--- config.mk ---
export PLATFORM = sky130hd
export DESIGN_NAME = vfp_queue
export DESIGN_NICKNAME = d
export VERILOG_FILES = /design/src/rtl/vfp_pkg.sv /design/src/rtl/vfp_queue.sv
export SDC_FILE = /design/constraint.sdc
export NUM_CORES = 1
export LEC_CHECK = 0
export BUFFER_PORTS_ARGS = -buffer_cell sky130_fd_sc_hd__buf_2
export CAP_MARGIN = 20
export CORE_MARGIN = 3
export CORE_UTILIZATION = 54
export CTS_BUF_LIST = sky130_fd_sc_hd__clkbuf_8
export CTS_CLUSTER_DIAMETER = 80
export DETAILED_ROUTE_END_ITERATION = 7
export GPL_ROUTABILITY_DRIVEN = 0
export PLACE_DENSITY = 0.82
export SYNTH_ARGS = -nofsm -noshare
export SYNTH_HDL_FRONTEND = slang
export SYNTH_SLANG_ARGS = --single-unit
--- constraint.sdc ---
create_clock -name clk -period 5.35 [get_ports clk]
set_clock_uncertainty 0.2 [all_clocks]
set_input_delay 0.535 -clock clk [delete_from_list [all_inputs] [get_ports clk]]
set_output_delay 0.535 -clock clk [all_outputs]
set_load 0.01 [all_outputs]
--- src/rtl/vfp_pkg.sv ---
`default_nettype none

package vfp_pkg;

  localparam int CFG_INDEX_W = 3;
  localparam int CFG_DATA_W  = 32;

  localparam logic [CFG_INDEX_W-1:0] REG_OUT_MAX   = 3'd0;
  localparam logic [CFG_INDEX_W-1:0] REG_OUT_MIN   = 3'd1;
  localparam logic [CFG_INDEX_W-1:0] REG_GAIN_P    = 3'd2;
  localparam logic [CFG_INDEX_W-1:0] REG_GAIN_I    = 3'd3;
  localparam logic [CFG_INDEX_W-1:0] REG_GAIN_D    = 3'd4;
  localparam logic [CFG_INDEX_W-1:0] REG_STOP_BAND = 3'd5;

  localparam logic [31:0] OUT_MAX_RESET   = 32'h7FFF_FFFF;
  localparam logic [31:0] OUT_MIN_RESET   = 32'h0000_0000;
  localparam logic [31:0] GAIN_RESET      = 32'h0000_0000;
  localparam logic [30:0] STOP_BAND_RESET = 31'd983040;

  typedef struct packed {
    logic signed [31:0] setpoint;
    logic signed [31:0] measurement;
  } in_t;

  typedef struct packed {
    logic signed [31:0] drive;
    logic               held;
  } out_t;

  typedef struct packed {
    logic signed [31:0] out_max;
    logic signed [31:0] out_min;
    logic signed [31:0] gain_p;
    logic signed [31:0] gain_i;
    logic signed [31:0] gain_d;
    logic        [30:0] stop_band;
  } cfg_t;

  typedef struct packed {
    logic               held;
    logic signed [32:0] err;
    logic signed [32:0] dm;
  } work_t;

endpackage

`default_nettype wire

--- src/rtl/vfp_queue.sv ---
`default_nettype none

module vfp_queue #(
  parameter int DEPTH = 2
) (
  input  wire             clk,
  input  wire             rst,
  input  wire             push,
  output logic            push_ready,
  input  vfp_pkg::work_t  push_data,
  output logic            pop_valid,
  input  wire             pop,
  output vfp_pkg::work_t  pop_data
);
  import vfp_pkg::*;

  localparam int PTR_W = (DEPTH > 1) ? $clog2(DEPTH) : 1;
  localparam int CNT_W = $clog2(DEPTH + 1);

  work_t             slots [DEPTH];
  logic [PTR_W-1:0]  wr_ptr;
  logic [PTR_W-1:0]  rd_ptr;
  logic [CNT_W-1:0]  count;

  assign push_ready = (count != CNT_W'(DEPTH));
  assign pop_valid  = (count != '0);
  assign pop_data   = slots[rd_ptr];

  always_ff @(posedge clk) begin
    if (push) begin
      slots[wr_ptr] <= push_data;
    end
  end

  always_ff @(posedge clk) begin
    if (rst) begin
      wr_ptr <= '0;
      rd_ptr <= '0;
      count  <= '0;
    end else begin
      if (push) begin
        wr_ptr <= (wr_ptr == PTR_W'(DEPTH - 1)) ? '0 : wr_ptr + 1'b1;
      end
      if (pop) begin
        rd_ptr <= (rd_ptr == PTR_W'(DEPTH - 1)) ? '0 : rd_ptr + 1'b1;
      end
      if (push && !pop) begin
        count <= count + 1'b1;
      end else if (pop && !push) begin
        count <= count - 1'b1;
      end
    end
  end

endmodule

`default_nettype wire

## Word-level counts from Yosys, hierarchy flattened

Memories as Yosys holds them, arrays and structs flattened. A register that Yosys moved wholly into a read port is not among the register bits.
Cells that the tools add are included.

| cells by class | value |
|---|---|
| reduce and logical (&&, ||, !) cells | 6 |
| mux-type cells | 8 |
| equality and inequality tests | 1 |
| add/sub/neg operators | 4 |
| shift-type cells | 0 |
| bitwise logic cells | 0 |
| magnitude comparators | 0 |
| multiply operators | 0 |
| div/mod/pow operators | 0 |

Operators with widths:

| kind | count |
|---|---|
| 1-bit two-way mux | 6 |
| 2-bit two-way mux | 2 |
| 2-bit nonzero test | 2 |
| 1-bit adder (second input constant) | 2 |
| 2-bit by 1-bit adder with 2-bit output (second input constant) | 1 |
| 1-bit logical AND | 2 |
| 1-bit logical NOT | 2 |
| 2-bit inequality test (second input constant) | 1 |
| 2-bit by 1-bit subtractor with 2-bit output (second input constant) | 1 |

| word-level totals | value |
|---|---|
| memories | 1 |
| memory bits (writable) | 134 |
| register bits after elaboration | 4 |
| ROM bits | 0 |
| bits in latches | 0 |
| input bits | 71 |

Memory list:

| name | depth | bits a word | read ports | clocked after memory_dff | wr ports | RTL line | text |
|---|---|---|---|---|---|---|---|
| slots | 2 | 67 | 1 | 1 | 1 | vfp_queue.sv:20 | `work_t slots [DEPTH];` |

## Depth between registers and ports, before layout

| depth | value |
|---|---|
| depth in word-level cells | 4 |
| depth in mapped cells | 5 |
| depth with buffers taken out | 5 |

## Worst setup path before layout

No wires, ideal clock.

| path | value |
|---|---|
| path kind | input -> register |
| start | input port push |
| end | memory slots[0][0] (netlist bit) (enable) |
| setup time | 500 ps |
| slack | 1,172 ps |
| arrival | 3,478 ps |
| stages | 1 |
| buffers on the path | 0 |
| cells stage by stage | nor2b_1 |

| on the way | value |
|---|---|
| word-level cells in the longest chain between the ends | 2 |

RTL lines:

| element | RTL line | text |
|---|---|---|
| from (decl) | vfp_queue.sv:8 | `input wire push,` |
| 1-bit two-way mux | vfp_queue.sv:30 | `if (push) begin` |
| 1-bit two-way mux (not written as such) | vfp_queue.sv:31 | `slots[wr_ptr] <= push_data;` |
| to (decl) | vfp_queue.sv:20 |  |

No other way between the ends.

==> results.tsv <==
metric	value	unit
final setup fails	0	
number of global-route vias before repair	2769	
Worst Path Buf+Inv	1	
routed length on met2	4340	um
Inserted Diodes	0	
post-synthesis sequential area ratio	80.0	%
RSZ-0062 raised after global routing	no	
via count	2552	
clk slew on worst S/H paths	0.08	ns
critical path startpoint category	register	
setup bufs post-CTS	0	
DIE WIDTH	104	um
R2R depth	3	
count of cell types in the netlist	19	
Routed Antenna Nets	0	
Die Span Y	104	um
warnings from Yosys	0	
largest net degree at the start of global routing	68	
Tcrit/Tclk final	52.2	%
post-synthesis xor/xnor area fraction	0.680	%
kind of critical path	reg -> out	
Clock Tree Buf Depth	2	
syn nets	302	
Hold Path Depth	1	
mean area per synthesized cell	22.4	sq um
layout cells sized above 1	61.3	%
placed cell area	5980	sq um
Avg WL per Cell	16.0	um
initial antenna violation count	0	
RR Endpoint	slots[0][20]	
first-pass GRT wire length	13400	um
CP Cell Sequence	mux2_2, buf_2	
r2r startpoint	wr_ptr	
Final Hold Vio Count	0	
Initial Util	55.8	%
Hold WS	0.108	ns
dpl ws	2.62	ns
DRT Wirelength	8380	um
CP max stage delay	1.02	ns
cells after synthesis	230	
die area	10800	sq um
WP data required	4.62	ns
total of max-cap violations	0	
Worst Tran Pin Value	1.04	ns
Layout area overhead	23.3	%
FF-to-FF setup slack	3.39	ns
slew margin rel.	30.9	%
delay-heaviest family, CP	flip-flops	
IO Pins	140	
1st-pass router iterations	4	
Max Slew Vio Count	0	
type of the most critical hold path	in -> reg	
Adder-Cell Fraction of Synth Area	0.243	%
CP max stage cell	dfxtp_4	
Core Area	9240	sq um
initial DRC count	152	
cell row count	35	
met3 wire length	535	um
gr usage total	16.2	%
status	finished, final reports clean	
Worst Hold Launch	push_data[40]	
largest family of logic cells by synthesized area	multiplexers	
simple-gate share of the synthesized area	0.898	%
TritonCTS clock tree	yes	
PwrDens	364	nW/um^2
setup ws final	2.56	ns
mux share of post-synthesis cell area	16.8	%
cts bufs inserted	17	
met1 wire length	3380	um
Max IR drop VDD	0.000201	V
top layer in use	met4	
post_cts resized	0	
DR DRC count	0	
Compound-Gate Fraction of Synth Area	0.194	%
clock root buffer	clkbuf_8	
# hold bufs at CTS	0	
CTS HTree Levels	4	
crit path time final	2.79	ns
design area	6360	sq um
Mapped Area	5150	sq um
global route overflow	0	
Detail Placement HPWL	5400	um
register bit total from synthesis	139	
CP endpoint kind	primary output	
Sink Count	139	
Setup Total Neg Slack	0	ns
Hold Path End	slots[1][40]	
Via-to-Cell Ratio	4.87	
CP arrival	2.06	ns
nets	455	
critical path peak fanout	67	
Max Clock Freq	358	MHz
clk_lat worst skew	0.41	ns
Leak	2.46	nW
port bufs	139	
logic make-up after synthesis:
| group | after synthesis |
|---|---|
| AND/OR/NAND/NOR | 9 |
| adder cells (fa/ha/maj) | 1 |
| flip-flops | 139 |
| AO/OA/AOI/OAI | 2 |
| XOR/XNOR | 4 |
| buffers and inverters | 8 |
| multiplexers | 67 |
metrics by stage:
stage	utilization (%)	power, mW	instances
after floorplan	-	1.48	230
after global placement	64.7	1.58	492
after detailed placement	64.7	1.59	492
after CTS	68.6	2.33	523
after global routing	68.8	2.41	524
final	68.8	2.31	524
worst reg2reg max path: stages, from the launching register on:
cell,delay (ns)
dfxtp_1,0.36
nor2b_4,0.41
buf_12,0.25
buf_4,0.39
cell type report:
type / count / area, sq um
clock buffers: 17 / 234
clock inverters: 14 / 126
fillers: 602 / 2880
inverters: 1 / 3.75
multi-input cells: 83 / 981
flip-flops and latches: 139 / 4130
well taps: 129 / 161
repair buffers: 141 / 723
per-layer routing:
layer	GRT usage [%]	vias up
li1	-	1210
met1	17.9	1238
met2	28.0	93
met3	5.79	11
met4	7.31	0
met5	0	-
synth_stat cells, drive strengths merged:
cell	number	area (sq um)
o21ai	1	5.00
or2	1	6.26
edfxtp	134	4020
inv	1	3.75
xnor2	2	17.5
nor2	4	15.0
or3	1	6.26
a21oi	1	5.00
nor2b	1	6.26
ha	1	12.5
xor2	2	17.5
and2	1	6.26
buf	7	56.3
dfxtp	5	100
nand2b	1	6.26
mux2	67	867
report_power, final:
part	leakage, nW	switching [mW]	internal [mW]
sequential	1.30	0.0397	1.27
combinational	0.981	0.115	0.138
clock	0.176	0.383	0.366
total	2.46	0.539	1.77
flip-flops by register name (all words and copies together), names as in the netlist, named ones only:
name    cells
count       2
slots     134
wr_ptr      1
rd_ptr      1
placed cells by master (no fill, tap or decap):
| cell | count |
|---|---|
| a21oi_1 | 1 |
| and2_4 | 1 |
| buf_12 | 1 |
| buf_2 | 139 |
| buf_4 | 1 |
| bufinv_16 | 1 |
| clkbuf_8 | 17 |
| clkinv_2 | 2 |
| clkinv_4 | 4 |
| clkinvlp_4 | 4 |
| dfxtp_1 | 4 |
| dfxtp_4 | 1 |
| edfxtp_1 | 134 |
| ha_1 | 1 |
| inv_1 | 2 |
| inv_6 | 2 |
| mux2_2 | 37 |
| mux2_4 | 30 |
| nand2b_1 | 1 |
| nor2_1 | 4 |
| nor2b_4 | 1 |
| o21ai_0 | 1 |
| or2_2 | 1 |
| or3_1 | 1 |
| xnor2_1 | 2 |
| xor2_1 | 2 |
worst max-delay path by stage:
stage,startpoint,endpoint,slack (ns),cells after the start
after global placement,push,slots[0][45],2.71,3
after CTS,register,pop_data[53],2.51,2
after detailed placement,push,slots[0][44],2.62,3
final,register,pop_data[53],2.56,2
after floorplan,push,slots[0][0],1.17,1
after global routing,register,pop_data[6],2.42,2
Note: power is estimated with default switching activity, not from simulation.
