==> config.mk <==
export PLATFORM = sky130hd
export DESIGN_NAME = vfp_front
export DESIGN_NICKNAME = d
export VERILOG_FILES = /design/src/rtl/vfp_pkg.sv /design/src/rtl/vfp_front.sv
export SDC_FILE = /design/constraint.sdc
export NUM_CORES = 1
export LEC_CHECK = 0
export BUFFER_PORTS_ARGS = -buffer_cell sky130_fd_sc_hd__buf_4
export CORE_MARGIN = 2
export CORE_UTILIZATION = 55
export DETAILED_ROUTE_END_ITERATION = 7
export PLACE_DENSITY = 0.83
export SYNTH_ARGS = -nofsm -noshare
export SYNTH_HDL_FRONTEND = slang
export SYNTH_SLANG_ARGS = --single-unit
==> constraint.sdc <==
create_clock -name clk -period 5.6 [get_ports clk]
set_input_delay 0.56 -clock clk [delete_from_list [all_inputs] [get_ports clk]]
set_output_delay 0.56 -clock clk [all_outputs]
set_load 0.03 [all_outputs]
==> src/rtl/vfp_pkg.sv <==
`default_nettype none

package vfp_pkg;

  localparam int CFG_INDEX_W = 3;
  localparam int CFG_DATA_W  = 32;

  localparam logic [CFG_INDEX_W-1:0] REG_OUT_MAX   = 3'd0;
  localparam logic [CFG_INDEX_W-1:0] REG_OUT_MIN   = 3'd1;
  localparam logic [CFG_INDEX_W-1:0] REG_GAIN_P    = 3'd2;
  localparam logic [CFG_INDEX_W-1:0] REG_GAIN_I    = 3'd3;
  localparam logic [CFG_INDEX_W-1:0] REG_GAIN_D    = 3'd4;
  localparam logic [CFG_INDEX_W-1:0] REG_STOP_BAND = 3'd5;

  localparam logic [31:0] OUT_MAX_RESET   = 32'h7FFF_FFFF;
  localparam logic [31:0] OUT_MIN_RESET   = 32'h0000_0000;
  localparam logic [31:0] GAIN_RESET      = 32'h0000_0000;
  localparam logic [30:0] STOP_BAND_RESET = 31'd983040;

  typedef struct packed {
    logic signed [31:0] setpoint;
    logic signed [31:0] measurement;
  } in_t;

  typedef struct packed {
    logic signed [31:0] drive;
    logic               held;
  } out_t;

  typedef struct packed {
    logic signed [31:0] out_max;
    logic signed [31:0] out_min;
    logic signed [31:0] gain_p;
    logic signed [31:0] gain_i;
    logic signed [31:0] gain_d;
    logic        [30:0] stop_band;
  } cfg_t;

  typedef struct packed {
    logic               held;
    logic signed [32:0] err;
    logic signed [32:0] dm;
  } work_t;

endpackage

`default_nettype wire

==> src/rtl/vfp_front.sv <==
`default_nettype none

module vfp_front (
  input  wire               clk,
  input  wire               rst,
  input  wire               in_valid,
  output logic              in_ready,
  input  vfp_pkg::in_t      in_data,
  input  wire  [30:0]       stop_band,
  input  wire               q_ready,
  output logic              q_push,
  output vfp_pkg::work_t    q_data
);
  import vfp_pkg::*;

  logic signed [31:0] prev_measurement;
  logic        [31:0] mag;
  logic               held;

  always_comb begin
    mag = in_data.measurement[31] ? 32'(-in_data.measurement)
                                  : 32'(in_data.measurement);
    held = (in_data.setpoint == 32'sd0) && (mag < {1'b0, stop_band});
    q_data.held = held;
    q_data.err  = {in_data.setpoint[31], in_data.setpoint}
                - {in_data.measurement[31], in_data.measurement};
    q_data.dm   = {prev_measurement[31], prev_measurement}
                - {in_data.measurement[31], in_data.measurement};
  end

  assign in_ready = q_ready;
  assign q_push   = in_valid && q_ready;

  always_ff @(posedge clk) begin
    if (rst) begin
      prev_measurement <= '0;
    end else if (q_push && !held) begin
      prev_measurement <= in_data.measurement;
    end
  end

endmodule

`default_nettype wire

# [Word-level counts from Yosys, hierarchy flattened]
# Index checks and enable logic that the tools add are counted.
[word_totals] latch_bits=0 romBits=0 input_bits=99 mem_bits_rw=0 register_bits=32 mem_count=0
[op_classes] n_eq_ne=0 div=0 bitwise_logic=0 mux=1 n_reduce_logical=5 multipliers=0 order_cmp=1 add_sub_neg=3 shift=0
[ops] op="subtractor 32 x 32 -> 33 bit" count=2
[ops] op="logical NOT 32 bit" count=1
[ops] op="< comparator 32 x 31 -> 1 bit" count=1
[ops] op="2-to-1 mux 32 bit" count=1
[ops] op="negator 32 bit" count=1
[ops] op="logical AND 1 bit" count=3
[ops] op="logical NOT 1 bit" count=1

# [Longest topological paths before layout]
[depth] depth_word=6 ltp_mapped=18

# [Worst setup path before layout]
# OpenSTA, ideal clock, no wires.
[synth_timing] kind="in2out" start="input in_data[2] (netlist name)" end="output q_data[66] (netlist name)" stages=15 arrival_ns=3.949 path_slack_ns=1.091 cell_sequence="nor4_2 nand2_1 or4_1 or3_1 or4_1 o21ai_1 xnor2_1 ha_1 a211oi_1 nand2_1 nor3_1 o21ai_0 a31oi_4 o41a_2 buf_4"
[synth_via] elab_chain_cells=4
[synth_lines] element="start, declared" line_no="vfp_front.sv:8" rtl="input vfp_pkg::in_t in_data,"
[synth_lines] element="negator 32 bit" line_no="vfp_front.sv:21" rtl="mag = in_data.measurement[31] ? 32'(-in_data.measurement)"
[synth_lines] element="2-to-1 mux 32 bit *" line_no="vfp_front.sv:21"
[synth_lines] element="< comparator 32 x 31 -> 1 bit *" line_no="vfp_front.sv:23" rtl="held = (in_data.setpoint == 32'sd0) && (mag < {1'b0, stop_band});"
[synth_lines] element="logical AND 1 bit *" line_no="vfp_front.sv:23"
[synth_lines] element="end, declared" line_no="vfp_front.sv:12" rtl="output vfp_pkg::work_t q_data"
# Every way passes the cells marked *; elsewhere a longest branch is shown, timed or not.

==> results_dict.tcl <==
set metrics [dict create \
    fin_crit_sh 0.9022 \
    critical_path.startpoint_type "input port" \
    timing.setup.tns_ns 0 \
    synth_top_cells_by_area "sky130_fd_sc_hd__ha_1 20%, sky130_fd_sc_hd__dfxtp_1 11%, sky130_fd_sc_hd__xnor2_1 9.8%" \
    max_freq_ghz 0.1979 \
    largest_register_by_flop_count "prev_measurement" \
    final-hold-violation-count 0 \
    number_of_global_route_vias_before_repair 5660 \
    worst-r2r-setup-slack_ns 4.94 \
    cts_root_buffer "sky130_fd_sc_hd__clkbuf_8" \
    largest_register_ff_count 32 \
    timing.critical_path.slowest_stage_cell "sky130_fd_sc_hd__or4_1" \
    min_path_cells 2 \
    dr.pass1.iters 6 \
    report.final.slew_viol_count 0 \
    clock-skew-final_ns 0 \
    synth-async-reset-ratio 0 \
    clock_tree.buffer_depth 2 \
    proportion_of_synthesized_chip_area_in_sequential_cells 0.1085 \
    synth.yosys.warnings 0 \
    initialDrtViolationCount 399 \
    power.internal_w 0.0007071 \
    setup_viol 0 \
    globalRouteOverflowTotal 0 \
    worst-slew-pin-transition_ns 0.7765 \
    netSwitchingFraction 0.4625 \
    chipWidth_um 107.6 \
    setup.worst_path.end_class "primary output" \
    postCtsResizedCells 0 \
    post_cts_buffers 0 \
    synth-edff-count 0 \
    vias 6285 \
    dominantRegCellSynth "sky130_fd_sc_hd__dfxtp_1" \
    dieArea_um2 11580 \
    synthesis.instances 788 \
    ys_ff_latch 32 \
    finalCoreUtilization 0.7057 \
    die_height_um 107.6 \
    worst_hold_startpoint "prev_measurement[8]$_SDFFE_PP0P_" \
    ant_nets 0 \
    area_growth_pct 23.92 \
    final_net_count 1144 \
    drt_wl_total_um 16990 \
    multi_input_area_um2 4822 \
    place_hpwl_um 14370 \
    avg_vias_per_cell 5.793 \
    number_of_antenna_violations_at_the_first_check_in_global_routing 0 \
    holdBufCountCts 0 \
    fraction_of_layout_cells_with_a_size_suffix_above_1 0.1970 \
    outcome "completed" \
    cts_htree_levels 2 \
    syn-cell-area_um2 5906 \
    critPathArrivalTime_ns 4.49 \
    syn_avg_cell_area_um2 7.494 \
    grt_use_total 0.2849 \
    power.static_leakage_nw 3.665 \
    synth_largest_type_area_fraction 0.2013 \
    routed_wire_length_per_instance_um 15.66 \
    critical_path.reg2reg.endpoint "prev_measurement[23]$_SDFFE_PP0P_" \
    final-seq-area_um2 640.6 \
    postSynthNetCount 984 \
    pwr-share-seq 0.187 \
    power.ir.vdd_worst_mv 0.09068 \
    grt_pass1_wl_um 26830 \
    design.core.area_um2 10370 \
    critPathKind "in2out" \
    worst_hold_path_type "reg2reg" \
    timing.critical_path.cells "buf_4, nor4_2, nand2_1, or4_1, or3_1, or4_1, o21ai_1, xnor2_1, ha_1, nor4_1, nand4_1, nor3_1, o21ai_0, a31oi_4, o41a_2, buf_4" \
    cts_tree "yes" \
    rows 37 \
    drc 0 \
    rsz0062_at_grt "no" \
    p_switching_w 0.0006085 \
    port_buffers 167 \
    worst_setup_hold_path_clk_slew_ns 0.06 \
    grt_max_degree 33 \
    clock_power_share 0.140 \
    max_slew_margin 0.4757 \
    clock-sinks 32 \
    cts_buffers 5 \
    final.fill_count 905 \
    critPathMaxStageDelay_ns 0.56 \
    path_max_fanout 5 \
    power_density_normalized_to_cell_area_nw_per_um2 179.8 \
    rr_worst_depth 2 \
    min_to "prev_measurement[8]$_SDFFE_PP0P_" \
    initial_utilization 0.5695 \
    gp_congestion 0.9535 \
    boundaryPins 168 \
    combinationalPowerShare 0.673 \
    critical_path_required_ns 5.04 \
    yosys.cell_types.count 64 \
    post-synth-top-area-cell "sky130_fd_sc_hd__ha_1" \
    antenna_cells_inserted 0 \
    timing.final.crit_period_ns 5.052 \
    clkLatencyLatePin_ns 0.28 \
    crit-reg2reg-launch "prev_measurement[23]$_SDFFE_PP0P_" \
    max_cap_violations 0 \
    reg_top3 "prev_measurement: 32 flops" \
]
-- synth_stat cells, types with 4 or more instances --
cell type,instances
sky130_fd_sc_hd__a211oi_1,10
sky130_fd_sc_hd__a21o_1,27
sky130_fd_sc_hd__a21oi_1,53
sky130_fd_sc_hd__a31oi_1,9
sky130_fd_sc_hd__and3_1,10
sky130_fd_sc_hd__clkbuf_1,11
sky130_fd_sc_hd__dfxtp_1,32
sky130_fd_sc_hd__ha_1,95
sky130_fd_sc_hd__inv_1,87
sky130_fd_sc_hd__mux2i_1,32
sky130_fd_sc_hd__nand2_1,42
sky130_fd_sc_hd__nand2b_1,10
sky130_fd_sc_hd__nand3_1,18
sky130_fd_sc_hd__nand4_1,11
sky130_fd_sc_hd__nor2_1,83
sky130_fd_sc_hd__nor2b_1,12
sky130_fd_sc_hd__nor3_1,9
sky130_fd_sc_hd__nor4_1,8
sky130_fd_sc_hd__o211ai_1,8
sky130_fd_sc_hd__o21a_1,13
sky130_fd_sc_hd__o21ai_0,40
sky130_fd_sc_hd__o21ai_1,4
sky130_fd_sc_hd__o21bai_1,7
sky130_fd_sc_hd__o311ai_0,4
sky130_fd_sc_hd__o31ai_1,13
sky130_fd_sc_hd__or3_1,9
sky130_fd_sc_hd__or4_1,4
sky130_fd_sc_hd__xnor2_1,66
sky130_fd_sc_hd__xor2_1,9
-- routing by layer --
layer  global-route usage  up-vias  part of all wire
li1                     -     3157                 -
met1               0.4175     2866              0.47
met2               0.4376      227              0.43
met3              0.01392       35             0.065
met4               0.1081        0             0.033
met5                    0        -                 0
-- layout by cell type, fill, tap and decap left out, types with 10 or more instances in the layout --
cell type | netlist | final
sky130_fd_sc_hd__dfxtp_1 | 32 | 32
sky130_fd_sc_hd__and3_1 | 10 | 10
sky130_fd_sc_hd__a21oi_1 | 53 | 53
sky130_fd_sc_hd__a21o_1 | 27 | 27
sky130_fd_sc_hd__o21ai_0 | 40 | 40
sky130_fd_sc_hd__ha_1 | 95 | 95
sky130_fd_sc_hd__nand4_1 | 11 | 11
sky130_fd_sc_hd__a211oi_1 | 10 | 10
sky130_fd_sc_hd__o31ai_1 | 13 | 13
sky130_fd_sc_hd__o21a_1 | 13 | 13
sky130_fd_sc_hd__nor2b_1 | 12 | 12
sky130_fd_sc_hd__buf_4 | 2 | 169
sky130_fd_sc_hd__nand2_1 | 42 | 42
sky130_fd_sc_hd__mux2i_1 | 32 | 32
sky130_fd_sc_hd__inv_1 | 87 | 87
sky130_fd_sc_hd__nand2b_1 | 10 | 10
sky130_fd_sc_hd__nand3_1 | 18 | 18
sky130_fd_sc_hd__xnor2_1 | 66 | 66
sky130_fd_sc_hd__nor2_1 | 83 | 83
-- stage by stage --
step	total power (W)	hold WS (ns)	worst slack [ns]	cell area, um^2	instances
floorplan	0.0008408	0.4604	1.091	5906	788
global placement	0.001119	0.4741	0.6869	7228	1077
detailed placement	0.001127	0.4925	0.5569	7228	1077
CTS	0.001315	0.5090	0.5572	7318	1085
global route	0.001405	0.5229	0.3378	7318	1085
finish	0.001316	0.5085	0.5479	7318	1085
-- power by group through the flow --
stage	clock network [W]	registers, W	logic, W
floorplan	0	0.000249	0.000592
global placement	0	0.000250	0.000868
detailed placement	0	0.000251	0.000877
CTS	0.000188	0.000246	0.000881
global route	0.000199	0.000247	0.000959
finish	0.000185	0.000246	0.000885
-- how the worst max path moves through the flow --
| stage | from | end | slack, ns | cells past startpoint |
|---|---|---|---|---|
| after floorplan | in_data[2] | q_data[66] | 1.09 | 15 |
| after global placement | in_data[2] | q_data[66] | 0.69 | 16 |
| after detailed placement | in_data[2] | q_data[66] | 0.56 | 16 |
| after CTS | in_data[2] | q_data[66] | 0.56 | 16 |
| after global routing | in_data[1] | q_data[66] | 0.34 | 17 |
| final | in_data[2] | q_data[66] | 0.55 | 16 |
-- layout make-up --
type	instances	share of cell area
Multi-Input combinational cell	653	0.6589
Timing Repair Buffer	169	0.1734
Inverter	87	0.04462
Clock buffer	8	0.01231
Sequential cell	32	0.08754
Tap cell	136	0.02325
-- cell families (layout without fill, tap and decap cells) --
group	Yosys count	after routing	synth area share
AOI/OAI and AO/OA	222	222	0.2561
and+or+nand+nor	227	227	0.1869
DFF	32	32	0.1085
buffers and inverters	103	264	0.07500
muxes	32	32	0.05424
xor gates and xnor gates	75	75	0.1112
adders and majority gates	97	97	0.2081
-- worst max-delay path: cells and delay by family --
family,cells,cell delay (ns)
buffers and inverters,2,0.29
adders and majority gates,1,0.22
AOI/OAI and AO/OA,4,0.74
xor gates and xnor gates,1,0.09
and+or+nand+nor,8,2.58
(Power assumes the default switching activity.)
